[src/rtl/m4i_pkg.sv]
// ----------------------------------------------------------------------------
// m4i_pkg
// Shared widths, command/status types and index tables for the 4x4 inverse.
// ----------------------------------------------------------------------------
`default_nettype none

package m4i_pkg;

  localparam int FRAC_BITS = 16;
  localparam int ELEM_W    = 32;
  localparam int THR_W     = 31;
  localparam int MUL_W     = ELEM_W + 1;          // signed multiplier operand
  localparam int PROD_W    = 2 * MUL_W;
  localparam int PAIR_W    = 2 * ELEM_W;
  localparam int COF_W     = 3 * ELEM_W + 1;      // exact 3x3 minor
  localparam int ACC_W     = 4 * ELEM_W + 2;      // exact 4x4 determinant
  localparam int NUM_W     = COF_W + 2 * FRAC_BITS + 2;
  localparam int DEN_W     = ACC_W + ELEM_W + 1;
  localparam int REM_W     = ((NUM_W > DEN_W) ? NUM_W : DEN_W) + 1;
  localparam int QUO_W     = ELEM_W;

  typedef enum logic [2:0] {
    MUL_AB, MUL_PLO, MUL_PHI, MUL_C0, MUL_C1, MUL_C2
  } mul_sel_t;

  typedef enum logic [1:0] {
    ACC_NONE, ACC_CLR, ACC_ADD, ACC_SUB
  } acc_op_t;

  typedef enum logic [1:0] {
    DIV_NONE, DIV_INIT, DIV_OVF, DIV_STEP
  } div_op_t;

  typedef struct packed {
    logic [3:0] addr_a;
    logic [3:0] addr_b;
    mul_sel_t   mul_sel;
    logic       pair_load;
    acc_op_t    acc_op;
    logic [1:0] acc_shift;   // in 32-bit words
    logic [3:0] cof_idx;
    logic       cof_wr;
    logic       abs_load;
    logic       sing_load;
    div_op_t    div_op;
    logic       out_load;
    logic [3:0] out_k;
  } dp_cmd_t;

  typedef struct packed {
    logic sing;
  } dp_stat_t;

  // Six terms of a 3x3 determinant: first(row0) * second(row1) * third(row2).
  localparam logic [1:0] TRI_B_COL [6] = '{2'd1, 2'd2, 2'd0, 2'd2, 2'd0, 2'd1};
  localparam logic [1:0] TRI_C_COL [6] = '{2'd2, 2'd1, 2'd2, 2'd0, 2'd1, 2'd0};
  localparam logic       TRI_NEG   [6] = '{1'b0, 1'b1, 1'b1, 1'b0, 1'b0, 1'b1};

  // Matrix address of minor element (sr, sc) with row/col removed.
  function automatic logic [3:0] sub_addr(input logic [1:0] row, input logic [1:0] col,
                                          input logic [1:0] sr, input logic [1:0] sc);
    logic [1:0] r;
    logic [1:0] c;
    r = (sr >= row) ? sr + 2'd1 : sr;
    c = (sc >= col) ? sc + 2'd1 : sc;
    return {r, c};
  endfunction

endpackage

`default_nettype wire

[src/rtl/m4i_ctrl.sv]
// ----------------------------------------------------------------------------
// m4i_ctrl
// Sequencer: cofactors, determinant, singular check, per-element divide or zero result.
// ----------------------------------------------------------------------------
`default_nettype none

module m4i_ctrl (
  input  logic              clk,
  input  logic              rst,
  input  logic              start,
  input  logic              out_ready,
  input  m4i_pkg::dp_stat_t stat,
  output m4i_pkg::dp_cmd_t  cmd,
  output logic              in_ready,
  output logic              out_valid
);

  typedef enum logic [3:0] {
    ST_IDLE, ST_COF, ST_COF_WR, ST_DET, ST_ABS, ST_CHK, ST_SEL,
    ST_DIV_INIT, ST_DIV_OVF, ST_DIV_STEP, ST_LOAD, ST_OUT
  } state_t;

  state_t     state;
  logic [3:0] idx;     // cofactor index, then det column
  logic [2:0] term;    // term of the 3x3 determinant
  logic [2:0] step;
  logic [4:0] bitn;
  logic [3:0] k;       // result counter
  logic [1:0] row;
  logic [1:0] col;
  logic       parity;

  assign row      = idx[3:2];
  assign col      = idx[1:0];
  assign parity   = idx[2] ^ idx[0];
  assign in_ready = state == ST_IDLE;

  always_comb begin
    cmd           = '0;
    cmd.mul_sel   = m4i_pkg::MUL_AB;
    cmd.acc_op    = m4i_pkg::ACC_NONE;
    cmd.div_op    = m4i_pkg::DIV_NONE;
    cmd.out_k     = k;
    case (state)
      ST_COF: begin
        cmd.addr_a = (step == 3'd0)
                     ? m4i_pkg::sub_addr(row, col, 2'd1, m4i_pkg::TRI_B_COL[term])
                     : m4i_pkg::sub_addr(row, col, 2'd0, term[2:1]);
        cmd.addr_b = m4i_pkg::sub_addr(row, col, 2'd2, m4i_pkg::TRI_C_COL[term]);
        case (step)
          3'd0: if (term == 3'd0) cmd.acc_op = m4i_pkg::ACC_CLR;
          3'd1: cmd.mul_sel = m4i_pkg::MUL_AB;
          3'd2: cmd.pair_load = 1'b1;
          3'd3: cmd.mul_sel = m4i_pkg::MUL_PLO;
          3'd4: begin
            cmd.mul_sel = m4i_pkg::MUL_PHI;
            cmd.acc_op  = (m4i_pkg::TRI_NEG[term] ^ parity) ? m4i_pkg::ACC_SUB
                                                            : m4i_pkg::ACC_ADD;
          end
          3'd5: begin
            cmd.acc_shift = 2'd1;
            cmd.acc_op    = (m4i_pkg::TRI_NEG[term] ^ parity) ? m4i_pkg::ACC_SUB
                                                              : m4i_pkg::ACC_ADD;
          end
          default: ;
        endcase
      end
      ST_COF_WR: begin
        cmd.cof_idx = idx;
        cmd.cof_wr  = 1'b1;
      end
      ST_DET: begin
        cmd.addr_a  = {2'b00, idx[1:0]};
        cmd.cof_idx = {2'b00, idx[1:0]};
        case (step)
          3'd0: if (idx[1:0] == 2'd0) cmd.acc_op = m4i_pkg::ACC_CLR;
          3'd1: cmd.mul_sel = m4i_pkg::MUL_C0;
          3'd2: begin
            cmd.mul_sel = m4i_pkg::MUL_C1;
            cmd.acc_op  = m4i_pkg::ACC_ADD;
          end
          3'd3: begin
            cmd.mul_sel   = m4i_pkg::MUL_C2;
            cmd.acc_op    = m4i_pkg::ACC_ADD;
            cmd.acc_shift = 2'd1;
          end
          3'd4: begin
            cmd.acc_op    = m4i_pkg::ACC_ADD;
            cmd.acc_shift = 2'd2;
          end
          default: ;
        endcase
      end
      ST_ABS:      cmd.abs_load = 1'b1;
      ST_CHK:      cmd.sing_load = 1'b1;
      ST_DIV_INIT: begin
        cmd.cof_idx = k;   // cofactor (col, row) of output k sits at index k
        cmd.div_op  = m4i_pkg::DIV_INIT;
      end
      ST_DIV_OVF:  cmd.div_op = m4i_pkg::DIV_OVF;
      ST_DIV_STEP: cmd.div_op = m4i_pkg::DIV_STEP;
      ST_LOAD:     cmd.out_load = 1'b1;
      default: ;
    endcase
  end

  always_ff @(posedge clk) begin
    if (rst) begin
      state     <= ST_IDLE;
      idx       <= '0;
      term      <= '0;
      step      <= '0;
      bitn      <= '0;
      k         <= '0;
      out_valid <= 1'b0;
    end else begin
      case (state)
        ST_IDLE: begin
          if (start) begin
            state <= ST_COF;
            idx   <= '0;
            term  <= '0;
            step  <= '0;
          end
        end
        ST_COF: begin
          if (step == 3'd5) begin
            step <= '0;
            if (term == 3'd5) begin
              term  <= '0;
              state <= ST_COF_WR;
            end else begin
              term <= term + 3'd1;
            end
          end else begin
            step <= step + 3'd1;
          end
        end
        ST_COF_WR: begin
          idx <= idx + 4'd1;
          if (idx == 4'd15) begin
            state <= ST_DET;
          end else begin
            state <= ST_COF;
          end
        end
        ST_DET: begin
          if (step == 3'd4) begin
            step <= '0;
            if (idx[1:0] == 2'd3) begin
              state <= ST_ABS;
            end else begin
              idx <= idx + 4'd1;
            end
          end else begin
            step <= step + 3'd1;
          end
        end
        ST_ABS: state <= ST_CHK;
        ST_CHK: begin
          k     <= '0;
          state <= ST_SEL;
        end
        ST_SEL:      state <= stat.sing ? ST_LOAD : ST_DIV_INIT;
        ST_DIV_INIT: state <= ST_DIV_OVF;
        ST_DIV_OVF: begin
          bitn  <= '0;
          state <= ST_DIV_STEP;
        end
        ST_DIV_STEP: begin
          bitn <= bitn + 5'd1;
          if (bitn == 5'd31) begin
            state <= ST_LOAD;
          end
        end
        ST_LOAD: begin
          out_valid <= 1'b1;
          state     <= ST_OUT;
        end
        ST_OUT: begin
          if (out_ready) begin
            out_valid <= 1'b0;
            k         <= k + 4'd1;
            state     <= (k == 4'd15) ? ST_IDLE : ST_SEL;
          end
        end
        default: state <= ST_IDLE;
      endcase
    end
  end

endmodule

`default_nettype wire

[config.mk]
export PLATFORM = sky130hd
export DESIGN_NAME = m4i_ctrl
export DESIGN_NICKNAME = d
export VERILOG_FILES = /design/src/rtl/m4i_pkg.sv /design/src/rtl/m4i_ctrl.sv
export SDC_FILE = /design/constraint.sdc
export NUM_CORES = 1
export LEC_CHECK = 0
export ABC_AREA = 0
export BUFFER_PORTS_ARGS = -buffer_cell sky130_fd_sc_hd__clkbuf_2
export CORE_UTILIZATION = 45
export CTS_BUF_LIST = sky130_fd_sc_hd__clkbuf_4 sky130_fd_sc_hd__clkbuf_8 sky130_fd_sc_hd__clkbuf_16
export DETAILED_ROUTE_END_ITERATION = 8
export PLACE_DENSITY_LB_ADDON = 0.3
export REMOVE_ABC_BUFFERS = 1
export SLEW_MARGIN = 20
export SYNTH_ARGS = -nofsm -noshare
export SYNTH_HDL_FRONTEND = slang
export SYNTH_SLANG_ARGS = --single-unit
export TNS_END_PERCENT = 5
[constraint.sdc]
create_clock -name clk -period 3.3 [get_ports clk]
set_input_delay 0.33 -clock clk [delete_from_list [all_inputs] [get_ports clk]]
set_output_delay 0.33 -clock clk [all_outputs]
set_load 0.005 [all_outputs]
Word-level counts from Yosys, hierarchy flattened
Memory sizes are Yosys's and may differ from the RTL's.
Index checks and enable logic that the tools add are counted.
Widths: inputs -> output; s select.
{"block": "totals", "register_bits": 24, "romBits": 40, "wordCells": 136, "n_memories": 3, "out_inout_bits": 32, "input_bits": 5}
{"memory": "(name not given)", "depth": 8, "width": 2, "rd": 1, "rd_ports_with_merged_regs": 0, "wr": 0, "line": "m4i_ctrl.sv:49", "text": "cmd.addr_b = m4i_pkg::sub_addr(row, col, 2'd2, m4i_pkg::TRI_C_COL[term]);"}
{"memory": "(name not given)", "depth": 8, "width": 2, "rd": 1, "rd_ports_with_merged_regs": 0, "wr": 0, "line": "m4i_ctrl.sv:47", "text": "? m4i_pkg::sub_addr(row, col, 2'd1, m4i_pkg::TRI_B_COL[term])"}
{"memory": "(name not given)", "depth": 8, "width": 1, "rd": 1, "rd_ports_with_merged_regs": 0, "wr": 0, "line": "m4i_ctrl.sv:62", "text": "cmd.acc_op = (m4i_pkg::TRI_NEG[term] ^ parity) ? m4i_pkg::ACC_SUB"}
{"block": "op_classes", "bitwise_logic": 3, "magnitude_cmp": 7, "muxes": 61, "n_eq_ne": 29, "n_reduce_logical": 18, "n_addsub": 8}
{"op": "$mux 4", "count": 14}
{"op": "$pmux 4 s12", "count": 1}
{"op": "$eq 4x4->1 const B", "count": 6}
{"op": "$pmux 4 s2", "count": 3}
{"op": "$pmux 4 s3", "count": 2}
{"op": "$mux 2", "count": 9}
{"op": "$mux 3", "count": 6}
{"op": "$pmux 3 s3", "count": 2}
{"op": "$eq 4x3->1 const B", "count": 4}
{"op": "$ne 2x2->1 const B", "count": 8}
{"op": "$pmux 2 s2", "count": 4}
{"op": "$mux 1", "count": 15}
{"op": "$pmux 3 s2", "count": 2}
{"op": "$pmux 5 s2", "count": 1}
{"op": "$eq 3x3->1 const B", "count": 3}
{"op": "$add 4x1->4 const B", "count": 2}
{"op": "$eq 4x2->1 const B", "count": 2}
{"op": "$reduce_bool 2->1", "count": 4}
{"op": "$reduce_and 7->1", "count": 1}
{"op": "$add 2x1->2 const B", "count": 3}
{"op": "$add 3x1->3 const B", "count": 2}
{"op": "$eq 3x2->1 const B", "count": 2}
{"op": "$ge 2x2->1", "count": 3}
{"op": "$logic_not 3->1", "count": 2}
{"op": "20 further kinds", "count": 25}

Longest topological paths before layout
Gate-level depths: netlist (run 1).
{"block": "depth", "depth_word": 8, "ltp_mapped": 9, "depth_no_buf": 9}

Worst setup path after synthesis (run 1)
OpenSTA, ideal clock, no wires.
{"block": "synth_path", "path_type": "reg-to-output", "from": "register term[1]", "to": "output port cmd[23] in the netlist's numbering", "stages_incl_launch_ff": 10, "path_buffers": 0, "path_slack_ns": 0.948, "t_arrival_ns": 2.022, "required_ns": 2.970, "path_cell_list": "dfxtp_1 > inv_1 > ha_1 > nand2b_1 > a21boi_0 > ha_1 > nand2b_1 > a21oi_1 > o21ai_0 > a21oi_1"}
{"item": "start: declaration", "line": "m4i_ctrl.sv:25", "text": "logic [2:0] term;"}
{"item": "start signal: assignment", "line": "m4i_ctrl.sv:133", "text": "term <= term + 3'd1;"}
{"item": "end: declaration", "line": "m4i_ctrl.sv:13", "text": "output m4i_pkg::dp_cmd_t cmd,"}

==> impl_metrics.tcl, run 1 <==
set metrics [dict create \
    hold_buffers 0 \
    grtUsageMet3_pct 3.99 \
    cts.sink_count 24 \
    cp-end-kind "primary output" \
    met1_usage_pct 31.6 \
    finClkSkew_ns 0.00767 \
    synthCells 291 \
    busiest_layer "met2" \
    maxCapViolations 0 \
    ys_seq_area_share_pct 22.4 \
    drtPass1Iterations 8 \
    final_area_mm2 0.00239 \
    hp-start "out_ready" \
    cp-start-kind "register" \
    syn2layout_area_growth_pct 11.2 \
    fin_nets 343 \
    critPathKind "register to primary output" \
    antenna_left 0 \
    routedWlPerCell_um 13.6 \
    synth_seq_cells 24 \
    violations "design-rule violations" \
    ys_warn_count 0 \
    fin_crit_ns 2.89 \
    regToRegEndpoint "state[1]" \
    reg2reg_slack_ns 1.09 \
    ctsRootBufferMaster "clkbuf_8" \
    cts_setup_buffers 0 \
    setup_ws_ns 0.415 \
    final.fill_count 452 \
    grt_max_degree 28 \
    setup_tns_ns 0 \
    async_flop_share_pct 0 \
    cp.required_ns 2.97 \
    regToRegStartpoint "state[3]" \
    grtUsageTotal_pct 21.1 \
    numPortBuffers 36 \
    first_global_vias 1904 \
    drc_errors 4 \
    clk_latency_ns 0.27 \
    cellPowerDensity_mw_per_mm2 630 \
    grt_pass1_wl_um 8820 \
    p_leak_nw 0.964 \
    design.core.area_mm2 0.00447 \
    grtUsageMet2_pct 32.5 \
    dieArea_mm2 0.00505 \
    start_util_pct 48.0 \
    hold_class "primary input to register" \
    period_share_pct 87.4 \
    cts_resized 0 \
    critPathMaxFanout 6 \
    synth_cell_type_count 57 \
    io_pins 37 \
    die_x_um 71.1 \
    rows 24 \
    rsz0062_at_grt "false" \
    maxSlewHeadroom_pct 57.7 \
    die_h_um 71.1 \
    clk_pin_slew_ns 0.08 \
    setup_viol 0 \
    cts-htree-levels 1 \
    worst_pin_slew_ns 0.634 \
    placed_area_mm2 0.00233 \
    clockBufferDepth 2 \
    slew_viol_final 0 \
    routed_wl_um 5020 \
    utilization_pct 53.3 \
    synth_edf_count 0 \
    r2r_cells 6 \
    drtIter0Drc 218 \
    cts_tree "built" \
    netlist_area_mm2 0.00215 \
    status "finished, violations left" \
    place_hpwl_um 3670 \
    diodes 0 \
    viasPerCell 5.71 \
    gp_congestion 0.873 \
    min_path_cells 4 \
    hold_viol 0 \
    holdPathEnd "out_valid" \
    vias 2107 \
    cp.arrival_ns 2.56 \
    avgSynthCellArea_um2 7.37 \
    synth_top_flop_cell "dfxtp_1" \
    cts_made_buffers 3 \
    peakVddDrop_v 0.000225 \
    antenna_found_initial 0 \
    fmax_ghz 0.347 \
    dp_slack_ns 0.602 \
    drive_above_1_share_pct 16.7 \
    overflow 0 \
]
cells in the mapped netlist, types with 2 or more instances:
library cell / instances / share of area (%)
a22oi_1: 7 / 2.4
a32oi_1: 2 / 0.82
nor2b_1: 5 / 1.5
nor3b_1: 4 / 1.4
and2b_1: 2 / 0.70
nor4b_1: 2 / 0.82
mux2i_1: 5 / 2.3
a211oi_1: 2 / 0.70
nor4_1: 2 / 0.58
o22ai_1: 3 / 0.87
or3_1: 3 / 0.87
and2_1: 2 / 0.58
inv_1: 14 / 2.4
nand3_1: 12 / 2.8
dfxtp_1: 24 / 22
a21oi_1: 31 / 7.2
nand2b_1: 13 / 3.8
xnor2_1: 4 / 1.6
buf_6: 2 / 1.0
xor2_1: 2 / 0.82
nor2_1: 35 / 6.1
clkbuf_1: 11 / 1.9
ha_1: 20 / 12
and3_1: 2 / 0.58
o21a_1: 2 / 0.70
o21ai_0: 12 / 2.8
nand4_1: 3 / 0.87
o32ai_1: 2 / 0.82
o31ai_1: 2 / 0.70
nand2_1: 23 / 4.0
buf_2: 3 / 0.70
nor3_1: 9 / 2.1
o211ai_1: 2 / 0.70
metal layers:
layer,share of wire (%),up-vias
met3,4.2,2
met5,0,-
met4,0.24,0
met2,45,44
met1,51,966
li1,-,1095
worst max-delay path by stage:
stage / startpoint / endpoint / slack, ns
2_1_floorplan: term[1] / cmd[23] / 0.95
3_3_place_gp: term[1] / cmd[23] / 0.71
3_5_place_dp: term[1] / cmd[23] / 0.60
4_1_cts: term[1] / cmd[23] / 0.29
5_1_grt: term[1] / cmd[23] / 0.09
6_report: term[1] / cmd[23] / 0.41
final cells by class:
class                           count  area [µm²]  area share [%]
Sequential cell                    24         480            20.1
Tap cell                           52        65.1            2.73
Inverter                           15        56.3            2.36
Clock buffer                        4        55.1            2.31
Timing Repair Buffer               40         210            8.81
Multi-Input combinational cell    234        1520            63.7
logic make-up after synthesis:
family	share of synthesized area [%]
AOI/OAI and AO/OA	23.4
xor gates and xnor gates	2.45
muxes	2.33
buffers and inverters	6.82
and+or+nand+nor	30.9
adders and majority gates	11.7
DFF	22.4
metrics by stage:
step | hold WS, ns | std cells | total power, mW
final | 0.438 | 369 | 1.50
after global routing | 0.479 | 369 | 1.64
after CTS | 0.434 | 369 | 1.51
after detailed placement | 0.459 | 365 | 1.30
after global placement | 0.444 | 365 | 1.29
after floorplan | 0.399 | 273 | 1.02
sequential cells by signal, indices dropped and copies added, names as in the netlist:
| name | count |
|---|---|
| bitn | 5 |
| idx | 4 |
| k | 4 |
| state | 4 |
| step | 3 |
| term | 3 |
| out_valid | 1 |
power breakdown:
part | internal, mW | total, mW | switching [mW]
registers | 0.324 | 0.389 | 0.0651
clock network | 0.107 | 0.204 | 0.0976
logic | 0.369 | 0.910 | 0.540
worst max-delay path, cell delays in order, from the launching register on:
cell      delay (ns)
dfxtp_1         0.41
inv_1           0.15
ha_1            0.28
nand2b_1        0.11
a21boi_1        0.31
ha_1            0.29
nand2b_1        0.13
a21oi_1         0.23
o21ai_0         0.11
a21oi_1         0.13
clkbuf_2        0.13
cell usage in the layout, fill, tap and decap left out, types with 2 or more instances in the layout:
master and count:
a211oi_1 2, a21oi_1 31, a22oi_1 7, a32oi_1 2, and2_1 2, and2b_1 2
and3_1 2, buf_4 4, clkbuf_2 36, clkbuf_8 4, dfxtp_1 24, ha_1 20
inv_1 14, mux2i_1 5, nand2_1 23, nand2b_1 13, nand3_1 12, nand4_1 3
nor2_1 35, nor2b_1 5, nor3_1 9, nor3b_1 4, nor4_1 2, nor4b_1 2
o211ai_1 2, o21a_1 2, o21ai_0 12, o22ai_1 3, o31ai_1 2, o32ai_1 2
or3_1 3, xnor2_1 4, xor2_1 2
Power figures use the tool's default switching activity.
==> run 2: changes to the inputs <==
--- a/config.mk
+++ b/config.mk
@@ -6,10 +6,10 @@
 export NUM_CORES = 1
 export LEC_CHECK = 0
 export ABC_AREA = 0
-export BUFFER_PORTS_ARGS = -buffer_cell sky130_fd_sc_hd__clkbuf_2
 export CORE_UTILIZATION = 45
 export CTS_BUF_LIST = sky130_fd_sc_hd__clkbuf_4 sky130_fd_sc_hd__clkbuf_8 sky130_fd_sc_hd__clkbuf_16
 export DETAILED_ROUTE_END_ITERATION = 8
+export DONT_BUFFER_PORTS = 1
 export PLACE_DENSITY_LB_ADDON = 0.3
 export REMOVE_ABC_BUFFERS = 1
 export SLEW_MARGIN = 20
==> run 2 against run 1 <==
Effect of this change:
- the run still ends with design-rule violations left
- utilization decreased by 3.5 points
- combinational power down 6.5%
- global-route usage fell by 0.69 points
- critical path type unchanged
- largest cell class unchanged
- largest power group unchanged
==> impl_metrics.tcl, run 2 (synthesized netlist as in run 1, its figures left out) <==
set metrics [dict create \
    cp-start-kind "register" \
    clockBufferDepth 2 \
    largest_register_ffs 5 \
    grt_max_degree 25 \
    viasPerCell 5.96 \
    numPortBuffers 0 \
    finClkSkew_ns 0.00320 \
    drtPass1Iterations 6 \
    fin_nets 308 \
    dp_slack_ns 0.723 \
    maxCapViolations 0 \
    rsz0062_at_grt "false" \
    cts_resized 0 \
    grt_pass1_wl_um 8450 \
    setup_ws_ns 0.397 \
    status "finished, violations left" \
    hold_class "primary input to register" \
    cellPowerDensity_mw_per_mm2 667 \
    power_switching_mw 0.680 \
    overflow 0 \
    fin_cells 334 \
    clk_latency_ns 0.27 \
    ctsRootBufferMaster "clkbuf_8" \
    violations "design-rule violations" \
    pwr-share-comb_pct 57.2 \
    clk_pin_slew_ns 0.09 \
    dp.cells 330 \
    cp-end-kind "primary output" \
    maxSlewHeadroom_pct 64.2 \
    routed_wl_um 4970 \
    fin_total_pwr_mw 1.49 \
    cts.sink_count 24 \
    r2r_cells 6 \
    period_share_pct 88.0 \
    start_util_pct 48.0 \
    fmax_ghz 0.344 \
    timing.hold.ws_ns 0.121 \
    slew_viol_final 0 \
    cp.arrival_ns 2.57 \
    die_h_um 71.1 \
    drive_above_1_share_pct 6.38 \
    routedWlPerCell_um 14.9 \
    io_pins 37 \
    peakVddDrop_v 0.000265 \
    placed_area_mm2 0.00216 \
    hold_viol 0 \
    dieArea_mm2 0.00505 \
    vias 1992 \
    cp.required_ns 2.97 \
    antenna_found_initial 0 \
    hold_buffers 0 \
    final_area_mm2 0.00223 \
    critPathKind "register to primary output" \
    diodes 0 \
    final_common_cell "nor2_1" \
    antenna_left 0 \
    rows 24 \
    worst_pin_slew_ns 0.536 \
    grtUsageTotal_pct 20.4 \
    switching_share_pct 45.7 \
    setup_viol 0 \
    min_path_cells 1 \
    internal_power_mw 0.806 \
    cts_tree "built" \
    pwr-share-seq_pct 25.2 \
    gp_congestion 0.893 \
    cts_made_buffers 3 \
    fin_crit_ns 2.90 \
    mostFrequentLayoutCells "nor2_1 (35), a21oi_1 (31), dfxtp_1 (24)" \
    cts-htree-levels 1 \
    critPathMaxFanout 6 \
    syn2layout_area_growth_pct 3.91 \
    first_global_vias 1742 \
    drtIter0Drc 260 \
    setup_tns_ns 0 \
    cts_setup_buffers 0 \
    top_register "bitn" \
    drc_errors 2 \
    design.core.area_mm2 0.00447 \
    utilization_pct 49.8 \
    die_x_um 71.1 \
    place_hpwl_um 3550 \
    clkPwrFrac_pct 17.5 \
    p_leak_nw 0.812 \
]
[run 2: changes by cell type in the layout (fill, tap and decap cells not counted)]
cell / previous run / this run
buf_4: 4 / 5
a21boi_0: 0 / 1
clkbuf_2: 36 / 0
a21boi_1: 1 / 0
clkbuf_8: 4 / 3
bufinv_16: 0 / 1
[run 2: cell type report]
class                           instances  area [µm²]
Inverter                               15        56.3
Clock buffer                            3        41.3
Sequential cell                        24         480
Clock inverter                          1        30.0
Multi-Input combinational cell        234        1520
Fill cell                             452        2240
Timing Repair Buffer                    5        37.5
Tap cell                               52        65.1
[run 2: power groups by stage]
stage / registers [mW] / clock network [mW] / logic, mW
4_1_cts: 0.374 / 0.268 / 0.851
3_5_place_dp: 0.380 / 0 / 0.841
6_report: 0.375 / 0.261 / 0.851
2_1_floorplan: 0.438 / 0 / 0.580
3_3_place_gp: 0.381 / 0 / 0.837
5_1_grt: 0.383 / 0.278 / 0.953
[run 2: worst paths after layout]
path | start | to | slack (ns)
worst max register to register | idx[0] | idx[2] | 1.26
worst min register to register | bitn[4] | bitn[4] | 0.46
worst max-delay path | term[1] | cmd[23] | 0.40
worst min-delay path | rst | idx[2] | 0.12
[run 2: worst max-delay path, stage by stage, from the launching register on]
cell	delay, ns
dfxtp_1	0.40
inv_1	0.13
ha_1	0.27
nand2b_1	0.12
a21boi_0	0.42
ha_1	0.31
nand2b_1	0.14
a21oi_1	0.23
o21ai_0	0.11
a21oi_1	0.17
[run 2: metal layers]
layer / wire [µm] / GRT usage [%] / vias to the layer above / part of all wire (%)
li1: - / - / 1021 / -
met1: 2350 / 29.2 / 919 / 47
met2: 2360 / 32.7 / 50 / 47
met3: 245 / 3.99 / 2 / 4.9
met4: 15 / 2.89 / 0 / 0.30
met5: 0 / 0 / - / 0
